File: src/design/atan2_rational_approx_defines.svh
// assertion helpers for the atan2 pipeline
`ifndef ATAN2_RATIONAL_APPROX_DEFINES_SVH
`define ATAN2_RATIONAL_APPROX_DEFINES_SVH

// same-cycle implication, sampled on clk, off during reset
`define ATAN2RA_ASSERT_NOW(lbl, ante, cons) \
	lbl: assert property (@(posedge clk) disable iff (!arst_n) (ante) |-> (cons)) \
		else $error("atan2ra check failed");

// next-cycle implication
`define ATAN2RA_ASSERT_NEXT(lbl, ante, cons) \
	lbl: assert property (@(posedge clk) disable iff (!arst_n) (ante) |=> (cons)) \
		else $error("atan2ra check failed");

`endif

File: src/design/atan2ra_pkg.sv
// ----------------------------------------------------------------------------
// atan2ra_pkg
// shared types and constants of the rational atan2 pipeline
// ----------------------------------------------------------------------------
package atan2ra_pkg;

	// pi in unsigned q4.60
	localparam logic [63:0] PI_Q60 = 64'h3243F6A8885A308D;

	typedef struct packed {
		logic x_zero;
		logic x_neg;
		logic y_neg;
		logic y_zero;
		logic y_lt_x;
	} flags_t;

endpackage

File: src/design/atan2_rational_approx.sv
// ----------------------------------------------------------------------------
// atan2_rational_approx
// four-quadrant atan2 by the 0.28 rational approximation, fully pipelined
// ----------------------------------------------------------------------------
// Takes one coordinate pair per cycle and returns the angle in signed
// fixed point with ANGLE_FRAC_BITS fraction bits, ANGLE_FRAC_BITS + 3 bits
// wide. The pipeline has three stages of magnitudes and products, one
// restoring division stage per quotient bit (ANGLE_FRAC_BITS + 1 of them),
// and one rounding and quadrant stage. The whole pipeline holds while a
// result waits on out_stall; otherwise it accepts an item every cycle.
// ----------------------------------------------------------------------------
`include "atan2_rational_approx_defines.svh"

module atan2_rational_approx #(
	parameter int COORD_WIDTH     = 16,
	parameter int ANGLE_FRAC_BITS = 13
) (
	input  logic                         clk,
	input  logic                         arst_n,
	input  logic                         in_valid,
	output logic                         in_stall,
	input  logic [COORD_WIDTH-1:0]       coord_y,
	input  logic [COORD_WIDTH-1:0]       coord_x,
	output logic                         out_valid,
	input  logic                         out_stall,
	output logic [ANGLE_FRAC_BITS+2:0]   angle
);

	localparam int W  = COORD_WIDTH;
	localparam int F  = ANGLE_FRAC_BITS;
	localparam int DW = 2 * W + 4;
	localparam int QW = F + 1;
	localparam int NS = F + 1;

	logic                en;
	logic                dv    [0:NS];
	logic [DW-1:0]       drem  [0:NS];
	logic [DW-1:0]       dden  [0:NS];
	logic [QW-1:0]       dquo  [0:NS];
	atan2ra_pkg::flags_t dflg  [0:NS];

	assign en       = !(out_valid && out_stall);
	assign in_stall = !en;
	assign dquo[0]  = '0;

	atan2ra_front #(.W(W), .DW(DW)) u_front (
		.clk      (clk),
		.arst_n   (arst_n),
		.en       (en),
		.in_valid (in_valid),
		.coord_y  (coord_y),
		.coord_x  (coord_x),
		.valid_s3 (dv[0]),
		.num_s3   (drem[0]),
		.den_s3   (dden[0]),
		.flags_s3 (dflg[0])
	);

	for (genvar i = 0; i < NS; i++) begin : g_div
		atan2ra_div_stage #(.DW(DW), .QW(QW)) u_div (
			.clk       (clk),
			.arst_n    (arst_n),
			.en        (en),
			.valid_in  (dv[i]),
			.rem_in    (drem[i]),
			.den_in    (dden[i]),
			.quo_in    (dquo[i]),
			.flags_in  (dflg[i]),
			.valid_out (dv[i+1]),
			.rem_out   (drem[i+1]),
			.den_out   (dden[i+1]),
			.quo_out   (dquo[i+1]),
			.flags_out (dflg[i+1])
		);
	end

	atan2ra_back #(.F(F)) u_back (
		.clk       (clk),
		.arst_n    (arst_n),
		.en        (en),
		.valid_in  (dv[NS]),
		.quo_in    (dquo[NS]),
		.flags_in  (dflg[NS]),
		.out_valid (out_valid),
		.angle     (angle)
	);

	`ATAN2RA_ASSERT_NOW(a_stall_only_on_held_result, in_stall, out_valid && out_stall)
	`ATAN2RA_ASSERT_NEXT(a_last_div_feeds_output, en && dv[NS], out_valid)
	`ATAN2RA_ASSERT_NOW(a_xzero_core_skipped, dv[NS] && dflg[NS].x_zero && dflg[NS].y_zero,
		!dflg[NS].y_lt_x)

endmodule

File: src/design/atan2ra_front.sv
// ----------------------------------------------------------------------------
// atan2ra_front
// magnitudes, products and the numerator / denominator of the core term
// ----------------------------------------------------------------------------
module atan2ra_front #(
	parameter int W  = 16,
	parameter int DW = 2 * W + 4
) (
	input  logic                 clk,
	input  logic                 arst_n,
	input  logic                 en,
	input  logic                 in_valid,
	input  logic [W-1:0]         coord_y,
	input  logic [W-1:0]         coord_x,
	output logic                 valid_s3,
	output logic [DW-1:0]        num_s3,
	output logic [DW-1:0]        den_s3,
	output atan2ra_pkg::flags_t  flags_s3
);

	logic                valid_s1, valid_s2;
	logic [W-1:0]        mx_s1, mn_s1;
	atan2ra_pkg::flags_t flags_s1, flags_s2;
	logic [2*W-1:0]      ab_s2, mx2_s2, mn2_s2;
	logic [W-1:0]        ax, by;
	logic                y_lt_x;
	logic [DW-1:0]       ab_e, mx2_e, mn2_e;

	assign ax     = coord_x[W-1] ? (~coord_x + W'(1)) : coord_x;
	assign by     = coord_y[W-1] ? (~coord_y + W'(1)) : coord_y;
	assign y_lt_x = by < ax;

	assign ab_e  = DW'(ab_s2);
	assign mx2_e = DW'(mx2_s2);
	assign mn2_e = DW'(mn2_s2);

	always_ff @(posedge clk or negedge arst_n) begin
		if (!arst_n) begin
			valid_s1 <= 1'b0;
			valid_s2 <= 1'b0;
			valid_s3 <= 1'b0;
		end else if (en) begin
			valid_s1 <= in_valid;
			valid_s2 <= valid_s1;
			valid_s3 <= valid_s2;
		end
	end

	always_ff @(posedge clk) begin
		if (en) begin
			mx_s1           <= y_lt_x ? ax : by;
			mn_s1           <= y_lt_x ? by : ax;
			flags_s1.x_zero <= (coord_x == '0);
			flags_s1.x_neg  <= coord_x[W-1];
			flags_s1.y_neg  <= coord_y[W-1];
			flags_s1.y_zero <= (coord_y == '0);
			flags_s1.y_lt_x <= y_lt_x;

			ab_s2    <= (2*W)'(mx_s1) * (2*W)'(mn_s1);
			mx2_s2   <= (2*W)'(mx_s1) * (2*W)'(mx_s1);
			mn2_s2   <= (2*W)'(mn_s1) * (2*W)'(mn_s1);
			flags_s2 <= flags_s1;

			// 25 = 16 + 8 + 1, 7 = 8 - 1
			num_s3   <= (ab_e << 4) + (ab_e << 3) + ab_e;
			den_s3   <= (mx2_e << 4) + (mx2_e << 3) + mx2_e + (mn2_e << 3) - mn2_e;
			flags_s3 <= flags_s2;
		end
	end

endmodule

File: src/design/atan2ra_div_stage.sv
// ----------------------------------------------------------------------------
// atan2ra_div_stage
// one restoring division step, one quotient bit per stage
// ----------------------------------------------------------------------------
module atan2ra_div_stage #(
	parameter int DW = 36,
	parameter int QW = 14
) (
	input  logic                 clk,
	input  logic                 arst_n,
	input  logic                 en,
	input  logic                 valid_in,
	input  logic [DW-1:0]        rem_in,
	input  logic [DW-1:0]        den_in,
	input  logic [QW-1:0]        quo_in,
	input  atan2ra_pkg::flags_t  flags_in,
	output logic                 valid_out,
	output logic [DW-1:0]        rem_out,
	output logic [DW-1:0]        den_out,
	output logic [QW-1:0]        quo_out,
	output atan2ra_pkg::flags_t  flags_out
);

	logic [DW:0] r2, diff;
	logic        ge;

	assign r2   = {rem_in, 1'b0};
	assign diff = r2 - {1'b0, den_in};
	assign ge   = r2 >= {1'b0, den_in};

	always_ff @(posedge clk or negedge arst_n) begin
		if (!arst_n) begin
			valid_out <= 1'b0;
		end else if (en) begin
			valid_out <= valid_in;
		end
	end

	always_ff @(posedge clk) begin
		if (en) begin
			rem_out   <= ge ? diff[DW-1:0] : r2[DW-1:0];
			den_out   <= den_in;
			quo_out   <= {quo_in[QW-2:0], ge};
			flags_out <= flags_in;
		end
	end

endmodule

File: src/design/atan2ra_back.sv
// ----------------------------------------------------------------------------
// atan2ra_back
// rounding, sign and quadrant correction into the output register
// ----------------------------------------------------------------------------
module atan2ra_back #(
	parameter int F = 13
) (
	input  logic                 clk,
	input  logic                 arst_n,
	input  logic                 en,
	input  logic                 valid_in,
	input  logic [F:0]           quo_in,
	input  atan2ra_pkg::flags_t  flags_in,
	output logic                 out_valid,
	output logic [F+2:0]         angle
);

	localparam logic [63:0] PI_FULL =
		(atan2ra_pkg::PI_Q60 + (64'd1 << (59 - F))) >> (60 - F);
	localparam logic [63:0] HPI_FULL =
		(atan2ra_pkg::PI_Q60 + (64'd1 << (60 - F))) >> (61 - F);
	localparam logic signed [F+3:0] PI  = PI_FULL[F+3:0];
	localparam logic signed [F+3:0] HPI = HPI_FULL[F+3:0];

	logic [F+1:0]          q_inc;
	logic signed [F+3:0]   t_mag, t, ang;

	assign q_inc = {1'b0, quo_in} + (F+2)'(1);
	assign t_mag = signed'((F+4)'(q_inc[F+1:1]));
	assign t     = (flags_in.x_neg != flags_in.y_neg) ? -t_mag : t_mag;

	always_comb begin
		if (flags_in.x_zero) begin
			ang = flags_in.y_zero ? '0 : (flags_in.y_neg ? -HPI : HPI);
		end else if (flags_in.y_lt_x) begin
			ang = t;
			if (flags_in.x_neg) begin
				ang = flags_in.y_neg ? t - PI : t + PI;
			end
		end else begin
			ang = HPI - t;
			if (flags_in.y_neg) begin
				ang = HPI - t - PI;
			end
		end
	end

	always_ff @(posedge clk or negedge arst_n) begin
		if (!arst_n) begin
			out_valid <= 1'b0;
		end else if (en) begin
			out_valid <= valid_in;
		end
	end

	always_ff @(posedge clk) begin
		if (en) begin
			angle <= ang[F+2:0];
		end
	end

endmodule

File: config.mk
export PLATFORM = sky130hd
export DESIGN_NAME = atan2_rational_approx
export DESIGN_NICKNAME = d
export VERILOG_FILES = /design/src/design/atan2ra_pkg.sv /design/src/design/atan2_rational_approx.sv /design/src/design/atan2ra_front.sv /design/src/design/atan2ra_div_stage.sv /design/src/design/atan2ra_back.sv
export VERILOG_INCLUDE_DIRS = /design/src /design/src/design
export SDC_FILE = /design/constraint.sdc
export NUM_CORES = 2
export LEC_CHECK = 0
export BUFFER_PORTS_ARGS = -buffer_cell sky130_fd_sc_hd__buf_2
export CAP_MARGIN = 20
export CORE_MARGIN = 2
export CORE_UTILIZATION = 50
export DETAILED_ROUTE_END_ITERATION = 10
export GPL_TIMING_DRIVEN = 1
export PLACE_DENSITY = 0.65
export SLEW_MARGIN = 20
export SYNTH_ARGS = -nofsm -noshare
export SYNTH_HDL_FRONTEND = slang
export SYNTH_SLANG_ARGS = --single-unit
File: constraint.sdc
create_clock -name clk -period 49.2 [get_ports clk]
set_input_delay 2.46 -clock clk [delete_from_list [all_inputs] [get_ports clk]]
set_output_delay 2.46 -clock clk [all_outputs]
set_load 0.01 [all_outputs]
==> impl_metrics.json <==
{
  "grt_use_total_pct": 22.3,
  "totalNegativeSetupSlack_ns": 0,
  "ys_ff_latch": 1358,
  "fin_worst_skew_ns": 0.0487,
  "cp_cell_sequence": "buf_4 > nand2_1 > fa_1 > fa_1 > fa_1 > fa_1 > inv_1 > fa_1 > inv_1 > fa_1 > inv_1 > ha_1 > or4_1 > a211oi_1 > nor3_1 > nor4b_1 > nor3_1 > o311ai_0 > nand2b_1 > a21oi_1 > o21bai_1 > a21oi_1 > xnor2_1",
  "final-hold-violation-count": 0,
  "min-delay-path-class": "reg -> reg",
  "numCtsBuffers": 157,
  "detail_route.drc_violations": 0,
  "floorplan.initialDensity_pct": 50.2,
  "synth_enable_flop_cells": 1340,
  "synthDominantAreaCellType": "edfxtp_1",
  "reg2reg_depth": 23,
  "crit_path_buf_inv_count": 4,
  "slew_headroom_pct": 27.0,
  "r2r_setup_slack_ns": 41.50,
  "avgViaCountPerCell": 5.51,
  "hold_ws_ns": 0.377,
  "max_cap_viol_count": 0,
  "detail_route.iter0.violations": 4714,
  "drive_above_1_share_pct": 5.46,
  "sequential_cell_area_sq_um": 40700,
  "cts-root-buf": "clkbuf_16",
  "die_w_um": 457,
  "yosys_warnings": 0,
  "tritoncts": "done",
  "fillerInstances": 17600,
  "first_pass_iters": 7,
  "fp-row-count": 166,
  "final-setup-viol-count": 0,
  "worst_r2r_endpoint": "u_front.ab_s2[31]$_DFFE_PN_",
  "post_cts_buffers": 0,
  "ctsResizeCount": 0,
  "critPathMaxStageDelay_ns": 0.79,
  "worst_skew_pair.late_latency_ns": 0.81,
  "critical-path-top-cell-by-count": "fa_1",
  "worst-setup-path-type": "reg -> reg",
  "critical_path.reg2reg.startpoint": "u_front.mn_s1[3]$_DFFE_PN_",
  "numPortBuffers": 53,
  "timing.final.crit_period_ns": 7.70,
  "cts_buffer_depth": 3,
  "fp.dieH_um": 457,
  "asyncSetResetFlopFracSynth_pct": 1.33,
  "cp_data_arrival_time_ns": 8.23,
  "period_share_pct": 15.7,
  "most_numerous_cell_in_the_yosys_netlist": "inv_1",
  "post_synth_main_area_contributors": "edfxtp_1 39%, fa_1 13%, ha_1 11%",
  "crit_path_max_fanout": 17,
  "antenna_left": 0,
  "core_area_sq_um": 204000,
  "status": "complete, no violations",
  "post_synth_most_frequent_cells": "1572 x inv_1, 1340 x edfxtp_1, 922 x ha_1, 792 x nand2_1, 650 x fa_1",
  "rsz0062_at_grt": "no",
  "seq_area_frac_synth_pct": 39.7,
  "grt_pass1_vias": 69800,
  "layout-area-overhead-vs-synth_pct": 8.20,
  "worstSetupEndpoint": "u_front.ab_s2[31]$_DFFE_PN_",
  "antenna_found_initial": 2,
  "finalMaxSlewViolations": 0,
  "timing_worst_slew_pin_value_ns": 1.10,
  "grt_overflow_total": 0,
  "grt_first_pass_wirelength_um": 371000,
  "die_area_sq_um": 209000,
  "postSynthAreaPerCell_sq_um": 10.5,
  "final_weighted_congestion_of_routability_driven_global_placement": 0.897,
  "fmaxAchievable_mhz": 130,
  "critical_path_required_ns": 49.73,
  "grt_start_max_net_pins": 188,
  "syn-num-nets": 11300,
  "num-nets-final": 11400,
  "synth_top_cell_area_share_pct": 39.2,
  "cp.depth": 23,
  "syn-instance-count": 9739,
  "netlist_area_sq_um": 103000,
  "synth_cell_types": 92,
  "cts.reportedPaths.clkPinSlew_ns": 0.06,
  "detailedPlacementHpwl_um": 180000,
  "ys.flop_type": "edfxtp_1",
  "holdBufCountCts": 0,
  "clock_sinks": 1358,
  "ctsHtreeMaxLevel": 4,
  "postRouteWirelength_um": 233000,
  "crit_path_start": "u_front.mn_s1[3]$_DFFE_PN_",
  "critPathCaptureType": "register",
  "critPathTopFamily": "adder cells",
  "via_total_after_detailed_routing": 69400,
  "worstSetupStartpointType": "register",
  "multi_input_area_sq_um": 55100,
  "routed_wl_per_cell_um": 18.5,
  "critical_path_cell_with_the_highest_stage_delay": "edfxtp_1",
  "io_pins": 54
}
## worst min-delay path by stage
| stage | from | to | depth (start not counted) |
|---|---|---|---|
| detailed placement | g_div[10].u_div.flags_out[0]$_DFFE_PN_ | g_div[11].u_div.flags_out[0]$_DFFE_PN_ | 0 |
| floorplan | u_front.flags_s3[0]$_DFFE_PN_ | g_div[0].u_div.flags_out[0]$_DFFE_PN_ | 0 |
| finish | g_div[1].u_div.quo_out[0]$_DFFE_PN_ | g_div[2].u_div.quo_out[1]$_DFFE_PN_ | 0 |
| global placement | g_div[10].u_div.quo_out[4]$_DFFE_PN_ | g_div[11].u_div.quo_out[5]$_DFFE_PN_ | 0 |
| CTS | g_div[1].u_div.quo_out[0]$_DFFE_PN_ | g_div[2].u_div.quo_out[1]$_DFFE_PN_ | 0 |
| global route | g_div[1].u_div.quo_out[0]$_DFFE_PN_ | g_div[2].u_div.quo_out[1]$_DFFE_PN_ | 0 |
## logic make-up (layout without fill, tap and decap cells)
group | after synthesis | count (layout) | synth area share [%]
buffers and inverters | 1811 | 1975 | 6.67
adders and majority gates | 1572 | 1572 | 23.9
xor gates and xnor gates | 618 | 618 | 5.29
and+or+nand+nor | 2126 | 2126 | 9.84
AOI/OAI and AO/OA | 2074 | 2074 | 12.6
muxes | 179 | 179 | 1.94
other | 1 | 4 | 0.00366
DFF | 1358 | 1358 | 39.7
## sequential cells by signal, indices dropped and copies added (netlist names), 14 cells and up
| name | cells |
|---|---|
| g_div.u_div.den_out | 468 |
| g_div.u_div.flags_out | 70 |
| g_div.u_div.quo_out | 105 |
| g_div.u_div.rem_out | 468 |
| g_div.u_div.valid_out | 14 |
| u_back.angle | 16 |
| u_front.ab_s2 | 32 |
| u_front.den_s3 | 36 |
| u_front.mn2_s2 | 31 |
| u_front.mn_s1 | 16 |
| u_front.mx2_s2 | 31 |
| u_front.mx_s1 | 16 |
| u_front.num_s3 | 36 |
## final cells by class
class                   count  share of cell area, %
multi-input cells        6570                   49.7
flip-flops and latches   1358                   36.7
inverters                1578                   5.34
clock buffers             185                   3.67
well taps                2688                   3.03
clock inverters           101                  0.869
repair buffers            111                  0.721
diodes                      3                0.00677
## per-layer routing
layer | GRT usage [%] | share of wire, % | routed length, um | up-vias
met4 | 8.76 | 4.2 | 9850 | 0
met2 | 39.3 | 50 | 117000 | 1573
met5 | 0 | 0 | 0 | -
met3 | 2.61 | 3.9 | 9190 | 468
li1 | - | - | - | 33600
met1 | 28.0 | 42 | 97100 | 33800
## metrics by stage
step | setup slack, ns | cells | utilization (%) | instance area [sq um]
after CTS | 41.55 | 12600 | 54.3 | 111000
after detailed placement | 41.56 | 12300 | 51.9 | 106000
final | 41.50 | 12600 | 54.3 | 111000
after floorplan | 4.28 | 9739 | - | 103000
after global placement | 41.60 | 12300 | 51.9 | 106000
after global routing | 41.08 | 12600 | 54.3 | 111000
## layout by cell type, fill, tap and decap left out, types with 56 or more instances in the layout
| master | synthesis | routed |
|---|---|---|
| xor2_1 | 227 | 227 |
| mux2_2 | 107 | 107 |
| a31oi_1 | 56 | 56 |
| a21o_1 | 343 | 342 |
| edfxtp_1 | 1340 | 1340 |
| o21a_1 | 72 | 71 |
| nand2b_1 | 105 | 104 |
| nor3_1 | 88 | 88 |
| nand3_1 | 114 | 114 |
| nand2_1 | 792 | 791 |
| ha_1 | 922 | 922 |
| xnor2_1 | 390 | 390 |
| nand4_1 | 64 | 64 |
| o21bai_1 | 84 | 84 |
| and2_1 | 209 | 209 |
| a21oi_1 | 627 | 626 |
| nor2b_1 | 99 | 99 |
| fa_1 | 650 | 650 |
| clkbuf_16 | 0 | 159 |
| nor2_1 | 441 | 441 |
| o21ai_0 | 506 | 506 |
| inv_1 | 1572 | 1572 |
Power is left out: the tool's default activity adds up to more than one toggle a clock period on the data nets, which glitch-free logic cannot reach.
